### src/cpualu_pkg.sv
// cpualu_pkg: request/response types, flag type and operation codes of the cpu alu
`timescale 1ns / 1ps

package cpualu_pkg;

    // operation codes carried in the mode field
    localparam logic [4:0] MODE_ADD       = 5'd0;
    localparam logic [4:0] MODE_ADC       = 5'd1;
    localparam logic [4:0] MODE_SUB       = 5'd2;
    localparam logic [4:0] MODE_SBC       = 5'd3;
    localparam logic [4:0] MODE_AND       = 5'd4;
    localparam logic [4:0] MODE_XOR       = 5'd5;
    localparam logic [4:0] MODE_OR        = 5'd6;
    localparam logic [4:0] MODE_CP        = 5'd7;
    localparam logic [4:0] MODE_INC8      = 5'd8;
    localparam logic [4:0] MODE_DEC8      = 5'd9;
    localparam logic [4:0] MODE_INC16     = 5'd10;
    localparam logic [4:0] MODE_DEC16     = 5'd11;
    localparam logic [4:0] MODE_ADDHL     = 5'd12;
    localparam logic [4:0] MODE_ADDSP     = 5'd13;
    localparam logic [4:0] MODE_RLCA      = 5'd14;
    localparam logic [4:0] MODE_RRCA      = 5'd15;
    localparam logic [4:0] MODE_RLC       = 5'd16;
    localparam logic [4:0] MODE_RRC       = 5'd17;
    localparam logic [4:0] MODE_RL        = 5'd18;
    localparam logic [4:0] MODE_RR        = 5'd19;
    localparam logic [4:0] MODE_SLA       = 5'd20;
    localparam logic [4:0] MODE_SRA       = 5'd21;
    localparam logic [4:0] MODE_SRL       = 5'd22;
    localparam logic [4:0] MODE_SWAP      = 5'd23;
    localparam logic [4:0] MODE_BIT       = 5'd24;
    localparam logic [4:0] MODE_RES       = 5'd25;
    localparam logic [4:0] MODE_SET       = 5'd26;
    localparam logic [4:0] MODE_DAA       = 5'd27;
    localparam logic [4:0] MODE_LOADFLAGS = 5'd28;

    // decimal adjust constants
    localparam logic [8:0] DAA_ADJ_LO   = 9'h006;
    localparam logic [8:0] DAA_ADJ_HI   = 9'h060;
    localparam logic [8:0] DAA_HI_LIMIT = 9'h09F;

    typedef struct packed {
        logic [4:0]  mode;
        logic [15:0] operand_a;
        logic [15:0] operand_b;
        logic [2:0]  bit_index;
    } t_alu_req;

    typedef struct packed {
        logic [15:0] result;
        logic        zero_flag;
        logic        subtract_flag;
        logic        half_carry_flag;
        logic        carry_flag;
    } t_alu_rsp;

    typedef struct packed {
        logic z;
        logic n;
        logic h;
        logic c;
    } t_flags;

endpackage

### src/cpualu_exec.sv
// cpualu_exec: single-pass combinational execute logic with flag update
`timescale 1ns / 1ps

module cpualu_exec (
    input  cpualu_pkg::t_alu_req i_req,
    input  cpualu_pkg::t_flags   i_flags,
    output cpualu_pkg::t_alu_rsp o_rsp,
    output cpualu_pkg::t_flags   o_flags
);
    import cpualu_pkg::*;

    logic [7:0]  w_a;
    logic [7:0]  w_b;
    logic [15:0] w_a16;
    logic [15:0] w_b16;
    logic        w_cin;
    logic        w_add_cin;
    logic        w_sub_cin;
    logic [8:0]  w_add9;
    logic [4:0]  w_add_h5;
    logic [8:0]  w_sub9;
    logic [4:0]  w_sub_h5;
    logic [7:0]  w_inc8;
    logic [7:0]  w_dec8;
    logic [15:0] w_inc16;
    logic [15:0] w_dec16;
    logic [16:0] w_hl17;
    logic [12:0] w_hl_h13;
    logic [15:0] w_sp16;
    logic [4:0]  w_sp_h5;
    logic [8:0]  w_sp_c9;
    logic [7:0]  w_bit_mask;
    logic        w_daa_fix_lo;
    logic        w_daa_fix_hi;
    logic [8:0]  w_daa_t1;
    logic [8:0]  w_daa_add;
    logic [8:0]  w_daa_s1;
    logic [8:0]  w_daa_sub;
    logic [8:0]  w_daa;
    logic [15:0] w_res;
    t_flags      w_nf;

    function automatic logic f_is_zero(input logic [7:0] v);
        return v == 8'h00;
    endfunction

    assign w_a   = i_req.operand_a[7:0];
    assign w_b   = i_req.operand_b[7:0];
    assign w_a16 = i_req.operand_a;
    assign w_b16 = i_req.operand_b;
    assign w_cin = i_flags.c;

    assign w_add_cin = (i_req.mode == MODE_ADC) & w_cin;
    assign w_sub_cin = (i_req.mode == MODE_SBC) & w_cin;

    assign w_add9   = {1'b0, w_a} + {1'b0, w_b} + {8'd0, w_add_cin};
    assign w_add_h5 = {1'b0, w_a[3:0]} + {1'b0, w_b[3:0]} + {4'd0, w_add_cin};
    // bit 8 / bit 4 of the differences act as borrows
    assign w_sub9   = {1'b0, w_a} - {1'b0, w_b} - {8'd0, w_sub_cin};
    assign w_sub_h5 = {1'b0, w_a[3:0]} - {1'b0, w_b[3:0]} - {4'd0, w_sub_cin};

    assign w_inc8  = w_a + 8'd1;
    assign w_dec8  = w_a - 8'd1;
    assign w_inc16 = w_a16 + 16'd1;
    assign w_dec16 = w_a16 - 16'd1;

    assign w_hl17   = {1'b0, w_a16} + {1'b0, w_b16};
    assign w_hl_h13 = {1'b0, w_a16[11:0]} + {1'b0, w_b16[11:0]};

    // signed offset add, flags from unsigned low byte add
    assign w_sp16  = w_a16 + {{8{w_b[7]}}, w_b};
    assign w_sp_h5 = {1'b0, w_a16[3:0]} + {1'b0, w_b[3:0]};
    assign w_sp_c9 = {1'b0, w_a16[7:0]} + {1'b0, w_b};

    assign w_bit_mask = 8'd1 << i_req.bit_index;

    // decimal adjust, add path
    assign w_daa_fix_lo = i_flags.h | (w_a[3:0] > 4'd9);
    assign w_daa_t1     = {1'b0, w_a} + (w_daa_fix_lo ? DAA_ADJ_LO : 9'd0);
    assign w_daa_fix_hi = w_cin | (w_daa_t1 > DAA_HI_LIMIT);
    assign w_daa_add    = w_daa_t1 + (w_daa_fix_hi ? DAA_ADJ_HI : 9'd0);
    // decimal adjust, subtract path (byte wrap, then 9-bit wrap)
    assign w_daa_s1  = i_flags.h ? {1'b0, w_a - DAA_ADJ_LO[7:0]} : {1'b0, w_a};
    assign w_daa_sub = w_cin ? (w_daa_s1 - DAA_ADJ_HI) : w_daa_s1;
    assign w_daa     = i_flags.n ? w_daa_sub : w_daa_add;

    always_comb begin
        w_res = 16'h0000;
        w_nf  = i_flags;
        case (i_req.mode)
            MODE_ADD, MODE_ADC: begin
                w_res = {8'h00, w_add9[7:0]};
                w_nf  = '{z: f_is_zero(w_add9[7:0]), n: 1'b0, h: w_add_h5[4], c: w_add9[8]};
            end
            MODE_SUB, MODE_SBC: begin
                w_res = {8'h00, w_sub9[7:0]};
                w_nf  = '{z: f_is_zero(w_sub9[7:0]), n: 1'b1, h: w_sub_h5[4], c: w_sub9[8]};
            end
            MODE_CP: begin
                w_res = {8'h00, w_a};
                w_nf  = '{z: f_is_zero(w_sub9[7:0]), n: 1'b1, h: w_sub_h5[4], c: w_sub9[8]};
            end
            MODE_AND: begin
                w_res = {8'h00, w_a & w_b};
                w_nf  = '{z: f_is_zero(w_a & w_b), n: 1'b0, h: 1'b1, c: 1'b0};
            end
            MODE_XOR: begin
                w_res = {8'h00, w_a ^ w_b};
                w_nf  = '{z: f_is_zero(w_a ^ w_b), n: 1'b0, h: 1'b0, c: 1'b0};
            end
            MODE_OR: begin
                w_res = {8'h00, w_a | w_b};
                w_nf  = '{z: f_is_zero(w_a | w_b), n: 1'b0, h: 1'b0, c: 1'b0};
            end
            MODE_INC8: begin
                w_res = {8'h00, w_inc8};
                w_nf  = '{z: f_is_zero(w_inc8), n: 1'b0, h: (w_inc8[3:0] == 4'd0), c: w_cin};
            end
            MODE_DEC8: begin
                w_res = {8'h00, w_dec8};
                w_nf  = '{z: f_is_zero(w_dec8), n: 1'b1, h: (w_a[3:0] == 4'd0), c: w_cin};
            end
            MODE_INC16: begin
                w_res = w_inc16;
            end
            MODE_DEC16: begin
                w_res = w_dec16;
            end
            MODE_ADDHL: begin
                w_res = w_hl17[15:0];
                w_nf  = '{z: i_flags.z, n: 1'b0, h: w_hl_h13[12], c: w_hl17[16]};
            end
            MODE_ADDSP: begin
                w_res = w_sp16;
                w_nf  = '{z: 1'b0, n: 1'b0, h: w_sp_h5[4], c: w_sp_c9[8]};
            end
            MODE_RLCA: begin
                w_res = {8'h00, w_a[6:0], w_a[7]};
                w_nf  = '{z: 1'b0, n: 1'b0, h: 1'b0, c: w_a[7]};
            end
            MODE_RRCA: begin
                w_res = {8'h00, w_a[0], w_a[7:1]};
                w_nf  = '{z: 1'b0, n: 1'b0, h: 1'b0, c: w_a[0]};
            end
            MODE_RLC: begin
                w_res = {8'h00, w_a[6:0], w_a[7]};
                w_nf  = '{z: f_is_zero(w_a), n: 1'b0, h: 1'b0, c: w_a[7]};
            end
            MODE_RRC: begin
                w_res = {8'h00, w_a[0], w_a[7:1]};
                w_nf  = '{z: f_is_zero(w_a), n: 1'b0, h: 1'b0, c: w_a[0]};
            end
            MODE_RL: begin
                w_res = {8'h00, w_a[6:0], w_cin};
                w_nf  = '{z: f_is_zero({w_a[6:0], w_cin}), n: 1'b0, h: 1'b0, c: w_a[7]};
            end
            MODE_RR: begin
                w_res = {8'h00, w_cin, w_a[7:1]};
                w_nf  = '{z: f_is_zero({w_cin, w_a[7:1]}), n: 1'b0, h: 1'b0, c: w_a[0]};
            end
            MODE_SLA: begin
                w_res = {8'h00, w_a[6:0], 1'b0};
                w_nf  = '{z: f_is_zero({w_a[6:0], 1'b0}), n: 1'b0, h: 1'b0, c: w_a[7]};
            end
            MODE_SRA: begin
                w_res = {8'h00, w_a[7], w_a[7:1]};
                w_nf  = '{z: f_is_zero({w_a[7], w_a[7:1]}), n: 1'b0, h: 1'b0, c: w_a[0]};
            end
            MODE_SRL: begin
                w_res = {8'h00, 1'b0, w_a[7:1]};
                w_nf  = '{z: f_is_zero({1'b0, w_a[7:1]}), n: 1'b0, h: 1'b0, c: w_a[0]};
            end
            MODE_SWAP: begin
                w_res = {8'h00, w_a[3:0], w_a[7:4]};
                w_nf  = '{z: f_is_zero(w_a), n: 1'b0, h: 1'b0, c: 1'b0};
            end
            MODE_BIT: begin
                w_res = {8'h00, w_a};
                w_nf  = '{z: ~w_a[i_req.bit_index], n: 1'b0, h: 1'b1, c: i_flags.c};
            end
            MODE_RES: begin
                w_res = {8'h00, w_a & ~w_bit_mask};
            end
            MODE_SET: begin
                w_res = {8'h00, w_a | w_bit_mask};
            end
            MODE_DAA: begin
                // carry is sticky, n is kept
                w_res = {8'h00, w_daa[7:0]};
                w_nf  = '{z: f_is_zero(w_daa[7:0]), n: i_flags.n, h: 1'b0,
                          c: w_cin | w_daa[8]};
            end
            MODE_LOADFLAGS: begin
                w_res = {8'h00, w_b[7:4], 4'h0};
                w_nf  = '{z: w_b[7], n: w_b[6], h: w_b[5], c: w_b[4]};
            end
            default: begin
                // unused codes: zero result, flags untouched
                w_res = 16'h0000;
                w_nf  = i_flags;
            end
        endcase
    end

    assign o_rsp.result          = w_res;
    assign o_rsp.zero_flag       = w_nf.z;
    assign o_rsp.subtract_flag   = w_nf.n;
    assign o_rsp.half_carry_flag = w_nf.h;
    assign o_rsp.carry_flag      = w_nf.c;
    assign o_flags               = w_nf;

endmodule

### src/cpu_alu_with_flags.sv
// cpu_alu_with_flags: 8/16-bit cpu alu with persistent z/n/h/c flags, top level
//
// channel   | direction | handshake                  | payload
// ----------+-----------+----------------------------+-----------------------
// request   | in        | i_req_valid / o_req_stall  | i_req (t_alu_req)
// response  | out       | o_rsp_valid / i_rsp_stall  | o_rsp (t_alu_rsp)
//
// one request per cycle while the response channel is not stalled; a request passes
// from accept to response valid through input register, execute logic, response register
// the rate is set by the flag register loop, a single pass through the exec unit
// reset (i_rst_n low, synchronous) empties both stages and clears z, n, h, c
// a stalled response holds; the input register keeps taking requests as long as it
// is empty or the response register is empty or being drained in the same cycle
`timescale 1ns / 1ps

module cpu_alu_with_flags (
    input  logic                 i_clk,
    input  logic                 i_rst_n,
    input  logic                 i_req_valid,
    output logic                 o_req_stall,
    input  cpualu_pkg::t_alu_req i_req,
    output logic                 o_rsp_valid,
    input  logic                 i_rsp_stall,
    output cpualu_pkg::t_alu_rsp o_rsp
);
    import cpualu_pkg::*;

    // input stage
    logic     r_s1_valid;
    t_alu_req r_s1_req;
    // response stage
    logic     r_s2_valid;
    t_alu_rsp r_rsp;
    // architectural flags
    t_flags   r_flags;

    logic     w_s2_free;
    logic     w_adv;
    logic     w_req_take;
    t_alu_rsp w_exec_rsp;
    t_flags   w_exec_flags;

    // response register can load when empty or emptied this cycle
    assign w_s2_free  = ~r_s2_valid | ~i_rsp_stall;
    // request in the input stage moves through execute into the response register
    assign w_adv      = r_s1_valid & w_s2_free;
    // input stage holds only while its request is blocked downstream
    assign o_req_stall = r_s1_valid & ~w_s2_free;
    assign w_req_take  = i_req_valid & ~o_req_stall;

    cpualu_exec u_exec (
        .i_req   (r_s1_req),
        .i_flags (r_flags),
        .o_rsp   (w_exec_rsp),
        .o_flags (w_exec_flags)
    );

    // control state and flags
    always_ff @(posedge i_clk) begin
        if (!i_rst_n) begin
            r_s1_valid <= 1'b0;
            r_s2_valid <= 1'b0;
            r_flags    <= '0;
        end else begin
            if (!r_s1_valid || w_s2_free) begin
                r_s1_valid <= i_req_valid;
            end
            if (w_s2_free) begin
                r_s2_valid <= r_s1_valid;
            end
            // flags commit together with the response
            if (w_adv) begin
                r_flags <= w_exec_flags;
            end
        end
    end

    // payload registers
    always_ff @(posedge i_clk) begin
        if (w_req_take) begin
            r_s1_req <= i_req;
        end
        if (w_adv) begin
            r_rsp <= w_exec_rsp;
        end
    end

    assign o_rsp_valid = r_s2_valid;
    assign o_rsp       = r_rsp;

    // flags only move when a request is executed
    a_flags_hold: assert property (@(posedge i_clk) disable iff (!i_rst_n)
        !w_adv |=> r_flags == $past(r_flags))
        else $error("flags changed without an executed request");

    // a pending response always carries the current flag state
    a_rsp_flags: assert property (@(posedge i_clk) disable iff (!i_rst_n)
        o_rsp_valid |-> (o_rsp.zero_flag == r_flags.z && o_rsp.subtract_flag == r_flags.n
                         && o_rsp.half_carry_flag == r_flags.h
                         && o_rsp.carry_flag == r_flags.c))
        else $error("response flags differ from flag state");

    // a blocked request in the input stage is neither lost nor overwritten
    a_s1_hold: assert property (@(posedge i_clk) disable iff (!i_rst_n)
        (r_s1_valid && !w_s2_free) |=> (r_s1_valid && $stable(r_s1_req)))
        else $error("blocked request in input stage lost");

endmodule
### config.mk
export PLATFORM = sky130hd
export DESIGN_NAME = cpu_alu_with_flags
export DESIGN_NICKNAME = d
export VERILOG_FILES = /design/src/cpualu_pkg.sv /design/src/cpualu_exec.sv /design/src/cpu_alu_with_flags.sv
export SDC_FILE = /design/constraint.sdc
export NUM_CORES = 1
export LEC_CHECK = 0
export BUFFER_PORTS_ARGS = -buffer_cell sky130_fd_sc_hd__buf_4
export CAP_MARGIN = 20
export CELL_PAD_IN_SITES_DETAIL_PLACEMENT = 1
export CELL_PAD_IN_SITES_GLOBAL_PLACEMENT = 1
export CORE_UTILIZATION = 35
export DETAILED_ROUTE_END_ITERATION = 8
export PLACE_DENSITY = 0.63
export SLEW_MARGIN = 20
export SYNTH_ARGS = -nofsm -noshare
export SYNTH_HDL_FRONTEND = slang
export SYNTH_SLANG_ARGS = --single-unit
### constraint.sdc
create_clock -name i_clk -period 6.5 [get_ports i_clk]
set_input_delay 0.65 -clock i_clk [delete_from_list [all_inputs] [get_ports i_clk]]
set_output_delay 0.65 -clock i_clk [all_outputs]
set_load 0.1 [all_outputs]
==> results of run 1 <==
[flip-flops by register name (all words and copies together) (netlist names)]
name         count
o_rsp           20
o_rsp_valid      1
r_flags          4
r_s1_req        40
r_s1_valid       1
[power breakdown]
part           leakage [nW]  internal (mW)  switching [mW]  total [mW]
sequential            0.627          0.496          0.0276       0.523
clock                 0.155          0.314           0.239       0.554
combinational          2.41          0.187           0.370       0.557
[through the flow]
step / util, % / setup slack (ns) / power [mW]
after floorplan: - / 1.43 / 0.902
after global placement: 39.6 / 1.70 / 1.07
after detailed placement: 39.6 / 1.45 / 1.08
after CTS: 41.2 / 1.41 / 1.64
after global routing: 41.2 / 0.982 / 1.69
final: 41.2 / 1.35 / 1.63
[worst paths after layout]
check,end,slack (ns),depth (start not counted)
setup / recovery,r_flags[0],1.35,20
hold / removal,r_s1_req[8],0.46,1
setup reg to reg,r_flags[0],1.35,20
hold reg to reg,o_rsp_valid,0.54,2
[Yosys cell counts (6+ instances only)]
cell type	number
a211oi_1	12
a21o_1	17
a21oi_1	53
a221oi_1	9
a22oi_1	7
a31oi_1	7
and3_1	9
buf_2	13
clkbuf_1	22
dfxtp_1	6
edfxtp_1	60
fa_1	6
ha_1	68
inv_1	34
mux2i_1	6
nand2_1	65
nand2b_1	9
nand3_1	27
nand3b_1	8
nand4_1	15
nor2_1	56
nor2b_1	11
nor3_1	27
nor4_1	12
o21a_1	11
o21ai_0	41
o21ai_1	6
o22ai_1	11
or2_2	6
xnor2_1	34
xor2_1	18
[logic make-up after synthesis]
family / Yosys count / synth area share, %
fa+ha+maj: 74 / 13.9
mux: 13 / 2.31
simple gates: 279 / 21.2
compound gates: 232 / 22.9
xor+xnor: 54 / 6.97
flops: 66 / 27.5
buf+inv: 81 / 5.27
[cell type report]
class                      count  area (sq um)  area share (%)
multi-input combinational    652          4720            58.7
timing repair buffer          83           623            7.75
tap                          265           332            4.13
inverter                      35           131            1.64
sequential                    66          1920            23.9
clock buffer                  10           239            2.97
clock inverter                 6          72.6           0.903
[worst register-to-register path, stage by stage (launching register included)]
cell	delay (ns)
edfxtp_1	0.39
inv_1	0.28
ha_1	0.33
o21ai_0	0.13
a21o_1	0.24
ha_1	0.28
a21oi_1	0.32
nor2_1	0.10
xnor2_1	0.29
inv_1	0.12
or2_1	0.28
nor3b_1	0.15
o21a_1	0.20
a311o_1	0.36
ha_1	0.28
a21o_1	0.18
o2111ai_1	0.20
a211oi_1	0.11
nor4_1	0.41
nand3_1	0.19
o21ba_1	0.21
[per-layer routing]
metal	vias to the layer above	wire length [microns]	track usage, %
li1	3120	-	-
met4	0	1310	15.6
met2	329	13300	46.2
met5	-	0	0
met1	3387	12700	39.4
met3	64	2190	4.80
==> results.sh, run 1 <==
export IMPL_r2r_start="r_s1_req[20]"
export IMPL_grt_pass1_vias=7153
export IMPL_coreArea_sq_um=19500
export IMPL_rsz0062_at_grt="no"
export IMPL_nNetsFinal=965
export IMPL_mostFrequentLayoutCells="buf_4, ha_1, nand2_1"
export IMPL_numCtsBuffers=9
export IMPL_routed_wl_microns=29500
export IMPL_place_congestion=0.976
export IMPL_ys_types=88
export IMPL_syn_avg_cell_area_sq_um=8.76
export IMPL_ant_nets=0
export IMPL_drv_slew=0
export IMPL_hold_violations=0
export IMPL_cts_resized=0
export IMPL_grt_max_degree=41
export IMPL_tightestPinTransition_ns=1.01
export IMPL_path_delay_family="compound AO/OA/AOI/OAI gates"
export IMPL_route_detailed_drc=0
export IMPL_drt_iter0_markers=824
export IMPL_max_freq_mhz=194
export IMPL_filler_cell_count=2314
export IMPL_setup_tns_ns=0
export IMPL_drive_gt1_share_pct=15.3
export IMPL_min_delay_start="i_req[8]"
export IMPL_cap_violations=0
export IMPL_rows=51
export IMPL_status="finished clean"
export IMPL_die_w_microns=143
export IMPL_critPathCaptureType="flip-flop"
export IMPL_via_per_inst=6.18
export IMPL_hold_slack_ns=0.461
export IMPL_clk_pin_slew_ns=0.07
export IMPL_peakVddDrop_mv=0.124
export IMPL_max_stage_delay_ns=0.41
export IMPL_synth_top_cell_by_area="edfxtp_1"
export IMPL_crit_start="r_s1_req[20]"
export IMPL_synth_ff_type="edfxtp_1"
export IMPL_dp_cells=1101
export IMPL_syn2layout_area_growth_pct=14.8
export IMPL_seq_area_frac_synth_pct=27.5
export IMPL_start_kind="flip-flop"
export IMPL_ios=66
export IMPL_root_buffer="clkbuf_16"
export IMPL_final_area_sq_um=8040
export IMPL_crit_path_top_delay_cell="nor4_1"
export IMPL_syn_area_sq_um=7000
export IMPL_p_leak_nw=3.19
export IMPL_worstPathRequired_ns=6.75
export IMPL_crit_chain="inv_1, ha_1, o21ai_0, a21o_1, ha_1, a21oi_1, nor2_1, xnor2_1, inv_1, or2_1, nor3b_1, o21a_1, a311o_1, ha_1, a21o_1, o2111ai_1, a211oi_1, nor4_1, nand3_1, o21ba_1"
export IMPL_overflow=0
export IMPL_grt_pass1_wl_microns=44300
export IMPL_synth_fp_nets=917
export IMPL_layout_commonest_cell="buf_4"
export IMPL_post_route_min_period_ns=5.15
export IMPL_post_cts_buffers=0
export IMPL_crit_buf_inv=2
export IMPL_worst_path_most_repeated_cell="ha_1"
export IMPL_antennaDiodeCount=0
export IMPL_crit_arrival_ns=5.40
export IMPL_netlist_area_leader_share_pct=25.7
export IMPL_synth_area_top_cells="edfxtp_1, ha_1, xnor2_1, a21oi_1, nand2_1"
export IMPL_hp_class="input port to flip-flop"
export IMPL_clk_latency_ns=0.36
export IMPL_timing_slew_headroom_pct=32.5
export IMPL_antenna_found_initial=0
export IMPL_ys_async_sr_fraction_pct=0
export IMPL_p_per_area_nw_per_um2=203
export IMPL_via_count=6900
export IMPL_cts_buffer_depth=2
export IMPL_initial_core_util_pct=35.8
export IMPL_firstDrtPassIters=6
export IMPL_ys_ff_latch=66
export IMPL_dieArea_sq_um=20600
export IMPL_synth_edf_count=60
export IMPL_grt_use_total_pct=29.7
export IMPL_crit_fanout=7
export IMPL_dpl_hpwl_microns=22800
export IMPL_tritoncts="built"
export IMPL_syn_inst=799
export IMPL_finalSetupViolations=0
export IMPL_clock_skew_ns=0.00949
export IMPL_ctsHtreeMaxLevel=3
export IMPL_yosysWarningCount=0
export IMPL_routedWlPerCell_microns=26.4
export IMPL_clock_sinks=66
export IMPL_placed_area_sq_um=7720
export IMPL_io_buffers=65
export IMPL_path_class="flip-flop to flip-flop"
export IMPL_dieHeight_microns=143
export IMPL_hold_buffers=0
export IMPL_finalCritPeriodShare_pct=79.2
export IMPL_stdcell_count=1117
Note: power is estimated with default switching activity, not from simulation.
==> run 2: changes to the inputs <==
--- a/config.mk
+++ b/config.mk
@@ -11,7 +11,7 @@
 export CELL_PAD_IN_SITES_GLOBAL_PLACEMENT = 1
 export CORE_UTILIZATION = 35
 export DETAILED_ROUTE_END_ITERATION = 8
-export PLACE_DENSITY = 0.63
+export PLACE_DENSITY = 0.66
 export SLEW_MARGIN = 20
 export SYNTH_ARGS = -nofsm -noshare
 export SYNTH_HDL_FRONTEND = slang
==> constraint.sdc (replaced) <==
create_clock -name i_clk -period 4.45 [get_ports i_clk]
set_input_delay 0.445 -clock i_clk [delete_from_list [all_inputs] [get_ports i_clk]]
set_output_delay 0.445 -clock i_clk [all_outputs]
set_load 0.1 [all_outputs]
==> run 2 against run 1 <==
Against the previous run: the run now ends with setup timing left; combinational power rose by 57%; setup slack lost 1.7 ns; via count is 3.2% higher; utilization is 2.2 points higher.
==> results.sh, run 2 (synthesis gave the netlist of run 1 again) <==
export IMPL_status="finished with violations"
export IMPL_violations="setup timing"
export IMPL_die_w_microns=143
export IMPL_tightestPinTransition_ns=1.03
export IMPL_routed_wl_microns=30700
export IMPL_max_freq_mhz=208
export IMPL_start_kind="flip-flop"
export IMPL_route_detailed_drc=0
export IMPL_grt_pass1_vias=7394
export IMPL_p_leak_nw=3.41
export IMPL_place_congestion=1.02
export IMPL_overflow=0
export IMPL_mostFrequentLayoutCells="buf_4, nand2_1, ha_1"
export IMPL_timing_slew_headroom_pct=31.3
export IMPL_critPathCaptureType="flip-flop"
export IMPL_finalSetupViolations=6
export IMPL_final_area_sq_um=8470
export IMPL_post_route_min_period_ns=4.80
export IMPL_clk_pin_slew_ns=0.06
export IMPL_io_buffers=65
export IMPL_initial_core_util_pct=35.8
export IMPL_drv_slew=0
export IMPL_top_register="r_s1_req"
export IMPL_antenna_found_initial=1
export IMPL_clock_sinks=66
export IMPL_p_total_mw=2.41
export IMPL_antennaDiodeCount=0
export IMPL_via_per_inst=6.13
export IMPL_dieArea_sq_um=20600
export IMPL_hold_violations=0
export IMPL_tritoncts="built"
export IMPL_cap_violations=0
export IMPL_firstDrtPassIters=7
export IMPL_root_buffer="clkbuf_16"
export IMPL_setup_slack_ns=-0.353
export IMPL_rows=51
export IMPL_routed_top_layer="met4"
export IMPL_syn2layout_area_growth_pct=21.0
export IMPL_crit_arrival_ns=5.04
export IMPL_coreArea_sq_um=19500
export IMPL_worstPathRequired_ns=4.68
export IMPL_peakVddDrop_mv=0.182
export IMPL_routedWlPerCell_microns=26.4
export IMPL_clk_latency_ns=0.35
export IMPL_cts_buffer_depth=2
export IMPL_numCtsBuffers=9
export IMPL_grt_use_total_pct=31.2
export IMPL_dpl_worst_slack_ns=-0.283
export IMPL_drt_iter0_markers=563
export IMPL_via_count=7120
export IMPL_drive_gt1_share_pct=21.8
export IMPL_nNetsFinal=1009
export IMPL_grt_max_degree=33
export IMPL_wl_met2_microns=13900
export IMPL_hold_buffers=0
export IMPL_ctsHtreeMaxLevel=3
export IMPL_p_per_area_nw_per_um2=284
export IMPL_wl_met3_microns=2530
export IMPL_min_path_cells=1
export IMPL_placed_area_sq_um=7910
export IMPL_hold_slack_ns=0.264
export IMPL_layout_commonest_cell="buf_4"
export IMPL_crit_fanout=3
export IMPL_clock_skew_ns=0.00818
export IMPL_dpl_hpwl_microns=23700
export IMPL_dieHeight_microns=143
export IMPL_ios=66
export IMPL_grt_pass1_wl_microns=46300
export IMPL_path_class="flip-flop to flip-flop"
export IMPL_hp_class="input port to flip-flop"
export IMPL_fin_util_pct=43.4
export IMPL_reg2reg_depth=23
export IMPL_drt_met1_wl_microns=13200
export IMPL_rsz0062_at_grt="yes"
export IMPL_largest_reg_flops=40
export IMPL_finalCritPeriodShare_pct=108
export IMPL_ant_nets=0
==> run 2: metal layers <==
| layer | global-route usage (%) | vias up |
|---|---|---|
| li1 | - | 3213 |
| met1 | 41.8 | 3554 |
| met2 | 48.5 | 303 |
| met3 | 6.63 | 50 |
| met4 | 12.8 | 0 |
| met5 | 0 | - |
==> run 2: path summary, 6_finish.rpt <==
kind           startpoint      endpoint  slack (ns)
max reg2reg  r_s1_req[19]    r_flags[3]       -0.35
max          r_s1_req[19]    r_flags[3]       -0.35
min reg2reg    r_s1_valid   o_rsp_valid        0.52
min             i_req[28]  r_s1_req[28]        0.26
==> run 2: worst max-delay path, cell delays in order (launching register included) <==
cell      delay, ns
edfxtp_1       0.44
inv_2          0.09
ha_4           0.17
o21ai_2        0.16
a21o_1         0.25
ha_2           0.24
inv_2          0.05
fa_2           0.35
or3_4          0.38
xnor2_2        0.14
or2_1          0.24
nor3b_2        0.16
o21a_1         0.21
a311o_1        0.30
ha_2           0.20
inv_2          0.05
fa_2           0.18
xor2_1         0.16
o21ai_1        0.10
xnor2_1        0.19
buf_4          0.15
nand3_2        0.05
nand4_1        0.12
o221a_1        0.31
==> run 2: repair_timing <==
action / 4_1_cts / 5_1_grt
pin swaps: 15 / 14
endpoints found under the setup margin: 6 / 12
gates resized for setup: 7 / 7
setup buffers: 20 / 4
==> run 2: cell type report <==
| class | count | area, sq um |
|---|---|---|
| sequential | 66 | 1920 |
| clock inverter | 5 | 61.3 |
| timing repair buffer | 127 | 953 |
| multi-input combinational | 652 | 4820 |
| tap | 265 | 332 |
| clock buffer | 11 | 243 |
| fill | 2304 | 11100 |
| inverter | 35 | 136 |
==> run 2: per-stage QoR <==
stage                     cells  setup TNS (ns)
after floorplan             799           -1.02
after detailed placement   1121           -1.20
final                      1161           -1.79
after CTS                  1157          -0.945
after global placement     1121          -0.408
after global routing       1161           -2.66
==> run 2: report_power, final <==
| group | internal [mW] | switching, mW |
|---|---|---|
| logic | 0.314 | 0.560 |
| clock network | 0.453 | 0.314 |
| registers | 0.725 | 0.0425 |
